## src/design/bcc_pkg.sv

```systemverilog
// Package for the button click classifier: shared types, codes and reset values.
// No dependencies; every other design file imports it.

package bcc_pkg;

    // Width of the free-running millisecond time base
    localparam int TIME_BITS = 32;

    // Widths of the fixed transaction fields and registers
    localparam int NOW_W   = 32;
    localparam int THR_W   = 16;
    localparam int EVENT_W = 3;
    localparam int ADDR_W  = 4;
    localparam int DATA_W  = 32;

    typedef logic [TIME_BITS-1:0] time_t;
    typedef logic [THR_W-1:0]     thr_t;

    // Button state machine
    typedef enum logic [1:0] {
        MODE_IDLE        = 2'd0,
        MODE_PRESSED     = 2'd1,
        MODE_RELEASED    = 2'd2,
        MODE_WAIT_DOUBLE = 2'd3
    } mode_t;

    // Reported key events
    typedef enum logic [EVENT_W-1:0] {
        EV_NONE   = 3'd0,
        EV_SHORT  = 3'd1,
        EV_MEDIUM = 3'd2,
        EV_LONG   = 3'd3,
        EV_DOUBLE = 3'd4
    } key_event_t;

    // Register indexes (byte address / 4)
    typedef enum logic [1:0] {
        REG_LONG_PRESS   = 2'd0,
        REG_MEDIUM_PRESS = 2'd1,
        REG_DOUBLE_WIN   = 2'd2,
        REG_UNUSED       = 2'd3
    } reg_idx_t;

    localparam thr_t LONG_PRESS_RST   = 16'd2000;
    localparam thr_t MEDIUM_PRESS_RST = 16'd500;
    localparam thr_t DOUBLE_WIN_RST   = 16'd300;

    // Thresholds handed from the register block to the classifier
    typedef struct packed {
        thr_t long_press_ms;
        thr_t medium_press_ms;
        thr_t double_window_ms;
    } cfg_t;

endpackage

```

## src/design/bcc_in_if.sv

```systemverilog
// Input channel of the button click classifier: one poll sample per transaction.
// Depends on bcc_pkg.

interface bcc_in_if
    import bcc_pkg::*;
();
    logic             valid;
    logic             ready;
    logic             key_pin;
    logic [NOW_W-1:0] now_ms;

    modport source (output valid, output key_pin, output now_ms, input ready);
    modport sink   (input valid, input key_pin, input now_ms, output ready);
endinterface

```

## src/design/bcc_out_if.sv

```systemverilog
// Output channel of the button click classifier: one key event per transaction.
// Depends on bcc_pkg.

interface bcc_out_if
    import bcc_pkg::*;
();
    logic               valid;
    logic               ready;
    logic [EVENT_W-1:0] key_event;

    modport source (output valid, output key_event, input ready);
    modport sink   (input valid, input key_event, output ready);
endinterface

```

## src/design/bcc_cfg_regs.sv

```systemverilog
// APB-style register block holding the three classifier thresholds.
// Depends on bcc_pkg.

module bcc_cfg_regs
    import bcc_pkg::*;
(
    input  logic              clk,
    input  logic              rst_n,
    input  logic              psel,
    input  logic              penable,
    input  logic              pwrite,
    input  logic [ADDR_W-1:0] paddr,
    input  logic [DATA_W-1:0] pwdata,
    output logic [DATA_W-1:0] prdata,
    output logic              pready,
    output cfg_t              cfg
);

    thr_t     long_reg,   long_next;
    thr_t     medium_reg, medium_next;
    thr_t     window_reg, window_next;
    reg_idx_t idx;
    logic     wr_en;

    assign pready = 1'b1;
    assign idx    = reg_idx_t'(paddr[3:2]);
    assign wr_en  = psel && penable && pwrite;

    // Write decode; the unused slot ignores writes
    always_comb
    begin
        long_next   = long_reg;
        medium_next = medium_reg;
        window_next = window_reg;
        if (wr_en)
        begin
            case (idx)
                REG_LONG_PRESS:   long_next   = pwdata[THR_W-1:0];
                REG_MEDIUM_PRESS: medium_next = pwdata[THR_W-1:0];
                REG_DOUBLE_WIN:   window_next = pwdata[THR_W-1:0];
                default:          ;
            endcase
        end
    end

    always_ff @(posedge clk or negedge rst_n)
    begin
        if (!rst_n)
        begin
            long_reg   <= LONG_PRESS_RST;
            medium_reg <= MEDIUM_PRESS_RST;
            window_reg <= DOUBLE_WIN_RST;
        end
        else
        begin
            long_reg   <= long_next;
            medium_reg <= medium_next;
            window_reg <= window_next;
        end
    end

    // Read mux
    always_comb
    begin
        case (idx)
            REG_LONG_PRESS:   prdata = DATA_W'(long_reg);
            REG_MEDIUM_PRESS: prdata = DATA_W'(medium_reg);
            REG_DOUBLE_WIN:   prdata = DATA_W'(window_reg);
            default:          prdata = '0;
        endcase
    end

    assign cfg.long_press_ms    = long_reg;
    assign cfg.medium_press_ms  = medium_reg;
    assign cfg.double_window_ms = window_reg;

endmodule

```

## src/design/bcc_classify.sv

```systemverilog
// Button state machine with press and release time stamps; classifies one sample per step.
// Depends on bcc_pkg.

module bcc_classify
    import bcc_pkg::*;
(
    input  logic             clk,
    input  logic             rst_n,
    input  logic             step,
    input  logic             key_pin,
    input  logic [NOW_W-1:0] now_ms,
    input  cfg_t             cfg,
    output key_event_t       key_event
);

    mode_t mode_reg, mode_next;
    time_t press_reg, press_next;
    time_t release_reg, release_next;
    time_t now;
    time_t press_diff;
    time_t release_diff;
    time_t long_thr;
    time_t medium_thr;
    time_t window_thr;
    logic  pressed;
    logic  is_long;
    logic  is_medium;
    logic  in_window;
    logic  past_window;

    assign pressed = !key_pin;
    assign now     = time_t'(now_ms);

    // Wrapping time differences and threshold compares
    assign press_diff   = now - press_reg;
    assign release_diff = now - release_reg;
    assign long_thr     = time_t'(cfg.long_press_ms);
    assign medium_thr   = time_t'(cfg.medium_press_ms);
    assign window_thr   = time_t'(cfg.double_window_ms);
    assign is_long      = press_diff > long_thr;
    assign is_medium    = press_diff > medium_thr;
    assign in_window    = release_diff < window_thr;
    assign past_window  = release_diff > window_thr;

    // Next state
    always_comb
    begin
        mode_next = mode_reg;
        case (mode_reg)
            MODE_IDLE:
                if (pressed)
                    mode_next = MODE_PRESSED;
            MODE_PRESSED:
                if (!pressed)
                    mode_next = (is_long || is_medium) ? MODE_IDLE : MODE_RELEASED;
            MODE_RELEASED:
                if (pressed)
                    mode_next = in_window ? MODE_WAIT_DOUBLE : MODE_PRESSED;
                else if (past_window)
                    mode_next = MODE_IDLE;
            MODE_WAIT_DOUBLE:
                if (!pressed)
                    mode_next = MODE_IDLE;
            default:
                mode_next = MODE_IDLE;
        endcase
    end

    // Event and time stamps
    always_comb
    begin
        key_event    = EV_NONE;
        press_next   = press_reg;
        release_next = release_reg;
        case (mode_reg)
            MODE_IDLE:
                if (pressed)
                    press_next = now;
            MODE_PRESSED:
                if (!pressed)
                begin
                    release_next = now;
                    if (is_long)
                        key_event = EV_LONG;
                    else if (is_medium)
                        key_event = EV_MEDIUM;
                end
            MODE_RELEASED:
                if (pressed)
                begin
                    if (in_window)
                        key_event = EV_DOUBLE;
                    else
                    begin
                        key_event  = EV_SHORT;
                        press_next = now;
                    end
                end
                else if (past_window)
                    key_event = EV_SHORT;
            default:
                ;
        endcase
    end

    always_ff @(posedge clk or negedge rst_n)
    begin
        if (!rst_n)
        begin
            mode_reg    <= MODE_IDLE;
            press_reg   <= '0;
            release_reg <= '0;
        end
        else if (step)
        begin
            mode_reg    <= mode_next;
            press_reg   <= press_next;
            release_reg <= release_next;
        end
    end

endmodule

```

## src/design/button_click_classifier_top.sv

```systemverilog
// Top level of the button click classifier: input register, classifier, result register.
// Depends on bcc_pkg, bcc_in_if, bcc_out_if, bcc_cfg_regs and bcc_classify.
//
//  channel  | direction | transaction
//  ---------+-----------+------------------------------------------
//  in_ch    | sink      | key_pin, now_ms (one poll sample)
//  out_ch   | source    | key_event (exactly one per sample)
//  APB      | slave     | threshold writes and reads, no wait states
//
// Throughput is one sample per clock while out_ch is not stalled; a sample passes the input
// register, then goes through the state machine into the result register.
// Reset (rst_n low, asynchronous) empties both registers, sets the state machine
// idle and loads the default thresholds.
// When out_ch is stalled the result register holds, the input register holds
// behind it, and in_ch.ready drops only when both are full.

module button_click_classifier_top
    import bcc_pkg::*;
(
    input  logic              clk,
    input  logic              rst_n,
    bcc_in_if.sink            in_ch,
    bcc_out_if.source         out_ch,
    input  logic              psel,
    input  logic              penable,
    input  logic              pwrite,
    input  logic [ADDR_W-1:0] paddr,
    input  logic [DATA_W-1:0] pwdata,
    output logic [DATA_W-1:0] prdata,
    output logic              pready
);

    cfg_t             cfg;
    logic             s1_valid_reg, s1_valid_next;
    logic             s1_key_reg,   s1_key_next;
    logic [NOW_W-1:0] s1_now_reg,   s1_now_next;
    logic             out_valid_reg, out_valid_next;
    key_event_t       out_event_reg, out_event_next;
    key_event_t       key_event;
    logic             s1_adv;
    logic             step;

    bcc_cfg_regs u_cfg (
        .clk     (clk),
        .rst_n   (rst_n),
        .psel    (psel),
        .penable (penable),
        .pwrite  (pwrite),
        .paddr   (paddr),
        .pwdata  (pwdata),
        .prdata  (prdata),
        .pready  (pready),
        .cfg     (cfg)
    );

    // Pipeline flow control
    assign s1_adv      = !out_valid_reg || out_ch.ready;
    assign in_ch.ready = !s1_valid_reg || s1_adv;
    assign step        = s1_valid_reg && s1_adv;

    bcc_classify u_classify (
        .clk       (clk),
        .rst_n     (rst_n),
        .step      (step),
        .key_pin   (s1_key_reg),
        .now_ms    (s1_now_reg),
        .cfg       (cfg),
        .key_event (key_event)
    );

    // Input register
    always_comb
    begin
        s1_valid_next = s1_valid_reg;
        s1_key_next   = s1_key_reg;
        s1_now_next   = s1_now_reg;
        if (in_ch.ready)
        begin
            s1_valid_next = in_ch.valid;
            s1_key_next   = in_ch.key_pin;
            s1_now_next   = in_ch.now_ms;
        end
    end

    // Result register
    always_comb
    begin
        out_valid_next = out_valid_reg;
        out_event_next = out_event_reg;
        if (s1_adv)
        begin
            out_valid_next = s1_valid_reg;
            out_event_next = key_event;
        end
    end

    always_ff @(posedge clk or negedge rst_n)
    begin
        if (!rst_n)
        begin
            s1_valid_reg  <= 1'b0;
            out_valid_reg <= 1'b0;
        end
        else
        begin
            s1_valid_reg  <= s1_valid_next;
            out_valid_reg <= out_valid_next;
        end
    end

    always_ff @(posedge clk)
    begin
        s1_key_reg    <= s1_key_next;
        s1_now_reg    <= s1_now_next;
        out_event_reg <= out_event_next;
    end

    assign out_ch.valid     = out_valid_reg;
    assign out_ch.key_event = out_event_reg;

    // A sample leaving the input register always lands in the result register
    a_step_fills_out: assert property (@(posedge clk) disable iff (!rst_n)
        step |=> out_valid_reg)
        else $error("sample lost between input and result register");

    // A held sample in the input register must not change under a stall
    a_s1_holds: assert property (@(posedge clk) disable iff (!rst_n)
        (s1_valid_reg && !s1_adv) |=> (s1_valid_reg && $stable(s1_now_reg)
                                       && $stable(s1_key_reg)))
        else $error("input register changed while stalled");

    // Only defined event codes reach the output
    a_event_code: assert property (@(posedge clk) disable iff (!rst_n)
        out_valid_reg |-> (out_event_reg == EV_NONE || out_event_reg == EV_SHORT
                           || out_event_reg == EV_MEDIUM || out_event_reg == EV_LONG
                           || out_event_reg == EV_DOUBLE))
        else $error("undefined key event code");

endmodule

```

## src/flat_wrapper.sv

```systemverilog
// flat-port wrapper written by rule: the top's interface ports become plain ports
module button_click_classifier_top_flat import bcc_pkg::*;
  (clk, rst_n, psel, penable, pwrite, paddr, pwdata, prdata, pready, in_ch_valid, in_ch_key_pin, in_ch_now_ms, in_ch_ready, out_ch_valid, out_ch_key_event, out_ch_ready);
  bcc_in_if in_ch_i ();
  bcc_out_if out_ch_i ();
  input  logic clk;
  input  logic rst_n;
  input  logic psel;
  input  logic penable;
  input  logic pwrite;
  input  logic [ADDR_W-1:0] paddr;
  input  logic [DATA_W-1:0] pwdata;
  output logic [DATA_W-1:0] prdata;
  output logic pready;
  input wire logic [$bits(in_ch_i.valid)-1:0] in_ch_valid;
  input wire logic [$bits(in_ch_i.key_pin)-1:0] in_ch_key_pin;
  input wire logic [$bits(in_ch_i.now_ms)-1:0] in_ch_now_ms;
  output wire logic [$bits(in_ch_i.ready)-1:0] in_ch_ready;
  output wire logic [$bits(out_ch_i.valid)-1:0] out_ch_valid;
  output wire logic [$bits(out_ch_i.key_event)-1:0] out_ch_key_event;
  input wire logic [$bits(out_ch_i.ready)-1:0] out_ch_ready;
  assign in_ch_i.valid = in_ch_valid;
  assign in_ch_i.key_pin = in_ch_key_pin;
  assign in_ch_i.now_ms = in_ch_now_ms;
  assign in_ch_ready = in_ch_i.ready;
  assign out_ch_valid = out_ch_i.valid;
  assign out_ch_key_event = out_ch_i.key_event;
  assign out_ch_i.ready = out_ch_ready;
  button_click_classifier_top u_core (.clk(clk), .rst_n(rst_n), .in_ch(in_ch_i), .out_ch(out_ch_i), .psel(psel), .penable(penable), .pwrite(pwrite), .paddr(paddr), .pwdata(pwdata), .prdata(prdata), .pready(pready));
endmodule
```

## config.mk

```make
export PLATFORM = sky130hd
export DESIGN_NAME = button_click_classifier_top_flat
export DESIGN_NICKNAME = d
export VERILOG_FILES = /design/src/design/bcc_pkg.sv /design/src/design/bcc_in_if.sv /design/src/design/bcc_out_if.sv /design/src/design/bcc_cfg_regs.sv /design/src/design/bcc_classify.sv /design/src/design/button_click_classifier_top.sv /design/src/flat_wrapper.sv
export SDC_FILE = /design/constraint.sdc
export NUM_CORES = 1
export LEC_CHECK = 0
export BUFFER_PORTS_ARGS = -buffer_cell sky130_fd_sc_hd__buf_2
export CORE_MARGIN = 5
export CORE_UTILIZATION = 45
export CTS_CLUSTER_DIAMETER = 100
export DETAILED_ROUTE_END_ITERATION = 10
export SYNTH_ARGS = -nofsm -noshare
export SYNTH_HDL_FRONTEND = slang
export SYNTH_SLANG_ARGS = --single-unit
```

## constraint.sdc

```tcl
create_clock -name clk -period 6 [get_ports clk]
set_input_delay 0.6 -clock clk [delete_from_list [all_inputs] [get_ports clk]]
set_output_delay 0.6 -clock clk [all_outputs]
set_load 0.01 [all_outputs]
```

# Yosys cells after proc, flatten, opt, wreduce, memory -nomap -nowiden

Cells that the tools add are included.

Flip-flop bits (word level): 152
Output and inout port bits: 38
Word-level logic and storage cells: 65

Add/sub/neg operators: 2
$lt $le $gt $ge: 4
Equality and inequality tests: 11
Mux-type cells: 20
Reduce and logical (&&, ||, !) cells: 17

Operator list:

| cell                                                             | number |
|---|---|
| 32-bit by 16-bit > comparator with 1-bit output                  | 3 |
| 32-bit 2-to-1 mux                                                | 3 |
| 32-bit case mux with 2 select lines                              | 1 |
| 32-bit subtractor                                                | 2 |
| 16-bit case mux with 3 select lines                              | 1 |
| 32-bit by 16-bit less-than comparator with 1-bit output          | 1 |
| 2-bit 2-to-1 mux                                                 | 10 |
| 5-bit AND reduction                                              | 2 |
| 2-bit case mux with 4 select lines                               | 1 |
| 2-bit == test (second input constant)                            | 3 |
| 3-bit 2-to-1 mux                                                 | 2 |
| 2-bit != test (second input constant)                            | 3 |
| 3-bit case mux with 2 select lines                               | 1 |
| 2-bit AND reduction                                              | 3 |
| 2-bit by 1-bit == test with 1-bit output (second input constant) | 2 |
| 2-bit logical NOT                                                | 2 |
| 2-bit by 1-bit != test with 1-bit output (second input constant) | 2 |
| 1-bit logical AND                                                | 3 |
| 1-bit logical OR                                                 | 3 |
| 3-bit != test (second input constant)                            | 1 |
| 3-bit AND reduction                                              | 1 |
| 1-bit logical NOT                                                | 2 |
| 2-bit nonzero test                                               | 1 |
| 1-bit 2-to-1 mux                                                 | 1 |

# Depth between registers and ports, before layout

Word-level depth: 6
Gate-level depth with buffers: 21
Mapped depth without buffers: 20

# Modules after synthesis

A second synthesis with hierarchy kept.

Cell total of the unflattened synthesis: 1,163
Area total of the unflattened synthesis: 11,434.7 µm²

By module, submodules not included:

| module                      | times used | cells an instance | area an instance (µm²) | seq. area each (µm²) |
|---|---|---|---|---|
| bcc_classify                | 1          | 941               | 7,906.3                | 1,651.6 |
| bcc_cfg_regs                | 1          | 178               | 2,352.3                | 1,221.2 |
| button_click_classifier_top | 1          | 44                | 1,176.1                | 1,131.1 |

# Least setup slack after synthesis

No wires, ideal clock.

Kind: register to register
Start: register u_core.s1_now_reg[6]
End: register u_core.out_event_reg[0] (netlist: u_core.out_ch.key_event[0]) (data pin)
Library setup time: 261 ps
Arrival: 4,273 ps
Data required time: 5,739 ps
Slack: 1,466 ps
Cell stages (with the launch flop): 21
Buffers on the path: 1
Period minus slack after synthesis: 4,534 ps
Cell sequence: edfxtp_1 ha_1 clkbuf_1 a21oi_1 o22ai_1 a31o_2 a31oi_1 o21bai_1 a21oi_1 xnor2_1 ha_1 and4_1 and3_1 a221oi_1 nand3_1 a2111oi_0 o2111ai_1 a2111oi_0 and4_1 a21o_1 a21boi_1

Word-level cells in the longest chain between the ends: 5
Elaborated cells on any way between the ends: 11
Those cells by class: add/sub (2); order compare (3); mux (6)

RTL lines:

| element                                                                         | line                                   | RTL |
|---|---|---|
| start, declared                                                                 | button_click_classifier_top.sv:36      | `logic [NOW_W-1:0] s1_now_reg, s1_now_next;` |
| start signal, assigned                                                          | button_click_classifier_top.sv:114     | `s1_now_reg <= s1_now_next;` |
| 32-bit subtractor (on tied branches)                                            | bcc_classify.sv:36, bcc_classify.sv:35 |  |
| 32-bit by 16-bit less-than comparator with 1-bit output (tied with other cells) | bcc_classify.sv:42                     | `assign in_window = release_diff < window_thr;` |
| 3-bit 2-to-1 mux (tied with other cells)                                        | bcc_classify.sv:91                     | `if (in_window)` |
| 3-bit 2-to-1 mux / 2-bit 2-to-1 mux (equally long branches)                     | bcc_classify.sv:89, bcc_classify.sv:80 |  |
| 3-bit case mux with 2 select lines *                                            | bcc_classify.sv:75                     | `case (mode_reg)` |
| net u_core.key_event[0]                                                         | button_click_classifier_top.sv:39      | `key_event_t key_event;` |
| end signal, assigned                                                            | button_click_classifier_top.sv:115     | `out_event_reg <= out_event_next;` |
| end, declared                                                                   | button_click_classifier_top.sv:38      | `key_event_t out_event_reg, out_event_next;` |

The timed path passes the listed nets; every way through them passes the cells marked *.
A chain may end at the register's enable or synchronous reset.

# Worst setup path after layout

Start: register u_core.s1_now_reg[0]
End: register u_core.out_event_reg[0] (netlist: u_core.out_ch.key_event[0]) (data pin)

Same word-level chain as after synthesis.

==> impl_metrics.toml <==
[status]
status = "completed"

[logic_synthesis]
synth_top_cells_by_area = "dfrtp_1 21%, ha_1 12%, edfxtp_1 9.2%, mux2_2 4.8%, inv_1 4.3%"
yosys.area_share.simple_pct = 13.8
yosys-top-cells-count = "133 x inv_1, 115 x ha_1, 111 x nand2_1"
async_flop_share_pct = 76.3
postSynthAreaPerCell_sq_um = 9.22
synth_top_family_by_area = "compound AO/OA/AOI/OAI gates"
synth_compound_area_share_pct = 18.4
synth_edf_count = 36
muxShareOfSynthArea_pct = 10.8
ys_seq_area_share_pct = 34.2
synth_area_leader_cell = "dfrtp_1"
ys_seq_elements = 152
synth_cells = 1270
synthesis.area_sq_mm = 0.0117
yosysTopAreaCellShare_pct = 21.4
synthDistinctLibCells = 76
synth_xor_xnor_area_share_pct = 2.62
yosysWarnings = 0
synth-adder-area-share_pct = 12.6
synth_most_common_cell = "inv_1"
synth_top_flop_cell = "dfrtp_1"

[cts]
clock-root-buffer = "clkbuf_16"
cts_buffers = 17
cts_tree = "built"
clk_path_buf_depth = 2
clkTransAtPathRegs_ns = 0.06
ctsHoldBuffers = 0
clock_latency_ns = 0.44
clkSinkCount = 152
ctsResizeCount = 0
cts_setup_buffers = 0
htree_levels = 4

[place]
gp_congestion = 0.884
port_buffers = 78
dp_hpwl_um = 22800
dp_slack_ns = 0.782
placedInstanceArea_sq_mm = 0.0123

[sta]
skew_ns = 0.0146
finalSetupTns_ns = 0
hold_violations = 0
maxSlewHeadroom_pct = 44.7
fin_ws_ns = 0.822
setup_viol = 0
timing.fmax_mhz = 193
rsz0062_at_grt = "false"
tightest_slew_ns = 0.828
holdWs_ns = 0.232
slew_viol_final = 0
period_minus_slack_ns = 5.18
finalCritPeriodShare_pct = 86.3

[setup_path]
r2r_start = "u_core.s1_now_reg[0]"
path_cells = "inv_1, ha_1, fa_1, nand2b_1, a21oi_1, o21ai_0, a21oi_1, xor2_1, ha_1, and4_1, and3_1, a221oi_1, nand3_1, a2111oi_0, o2111ai_1, a2111oi_0, and4_1, a21o_1, a21boi_1"
required_ns = 6.17
cp.arrival_ns = 5.35
r2r.worst_path.cells = 19
crit_fanout = 4
slowest_stage = "fa_1"
max_stage_delay_ns = 0.41
path_class = "reg -> reg"
cp-start-kind = "register"
rrSetupSlack_ns = 0.82
worst_setup_path_end_kind = "register"
timing.rr.end = "u_core.out_ch.key_event[0]"

[floorplanning]
fp.dieW_um = 171
rows = 59
io_pins = 114
die_h_um = 171
die-area_sq_mm = 0.0294
core_area_sq_mm = 0.0258
initial_core_util_pct = 45.3

[cells_and_area]
area_growth_pct = 9.82
final_cell_area_sq_mm = 0.0129
num_antenna_cells = 0
drive_above_1_share_pct = 17.5
layout.nets = 1515
utilization_pct = 49.8

[detailed_routing]
vias = 9359
first_pass_iters = 5
initialDrtViolationCount = 597
drt-total-wl_um = 29300
avgViaCountPerCell = 5.60
drtAntennaViolNets = 0
wire_per_inst_um = 17.6
drc = 0

[power]
p_per_area_mw_per_mm2 = 544
cellLeakagePower_nw = 6.02
vdd_drop_max_mv = 0.180

[global_route]
grt_first_pass_wirelength_um = 47000
grtUsageTotal_pct = 20.1
grt_pass1_vias = 9012
antenna_found_initial = 0
grt_overflow = 0
grt_max_degree = 64

[flow_run]
drv_cap = 0

[worst_hold_path]
hp-class = "in -> async"
==> worst max path at each step <==
stage,startpoint,endpoint,slack (ns),depth (start not counted)
after floorplan,u_core.s1_now_reg[6],u_core.out_ch.key_event[0],1.47,20
after global placement,u_core.s1_now_reg[0],u_core.out_ch.key_event[0],0.80,19
after detailed placement,u_core.s1_now_reg[0],u_core.out_ch.key_event[0],0.78,19
after CTS,u_core.s1_now_reg[0],u_core.out_ch.key_event[0],0.78,19
after global routing,u_core.s1_now_reg[0],u_core.out_ch.key_event[0],0.44,19
final,u_core.s1_now_reg[0],u_core.out_ch.key_event[0],0.82,19
==> placed cells by master, fill, tap and decap left out, types with 27 or more instances in the layout <==
master	instances
nor2_1	50
inv_1	133
nand2_1	111
ha_1	115
mux2_4	29
dfrtp_1	100
buf_2	77
a21oi_1	86
mux2_2	50
edfxtp_1	36
a21o_1	27
o21ai_0	92
nor3_1	28
==> per-stage QoR <==
stage	total power [mW]	instances
global route	7.66	1670
finish	7.00	1670
CTS	7.00	1670
floorplan	4.91	1285
global placement	5.80	1638
detailed placement	5.88	1638
==> where the power goes <==
group          internal, mW  switching [mW]  total, mW
Clock                 0.611           0.465       1.08
Sequential             1.41           0.199       1.61
Combinational          1.86            2.45       4.31
Total                  3.88            3.12       7.00
==> critical path, delay by kind of cell, from the launching register on <==
kind,cells,cell delay [ns]
AO/OA/AOI/OAI,9,2.29
XOR/XNOR,1,0.26
adder cells (fa/ha/maj),3,0.92
buffers and inverters,1,0.07
flip-flops,1,0.35
AND/OR/NAND/NOR,5,1.03
==> metal layers <==
metal / GRT usage [%] / up-vias / routed length (um) / part of all wire (%)
met3: 2.92 / 26 / 1230 / 4.2
li1: - / 4644 / - / -
met4: 3.27 / 0 / 292 / 1.0
met5: 0 / - / 0 / 0
met2: 33.2 / 210 / 13400 / 46
met1: 28.8 / 4479 / 14400 / 49
==> cell families after synthesis <==
family / count (synthesis)
AOI/OAI and AO/OA: 336
xor gates and xnor gates: 35
adders and majority gates: 117
buffers and inverters: 200
DFF: 152
muxes: 106
other: 2
and+or+nand+nor: 322
==> layout make-up <==
cell class,count,area [sq um]
Inverter,133,499
Fill cell,2422,13000
Multi-Input combinational cell,933,6900
Tap cell,335,419
Clock inverter,11,111
Timing Repair Buffer,85,458
Clock buffer,21,470
Sequential cell,152,4000
Note: power is estimated with default switching activity, not from simulation.
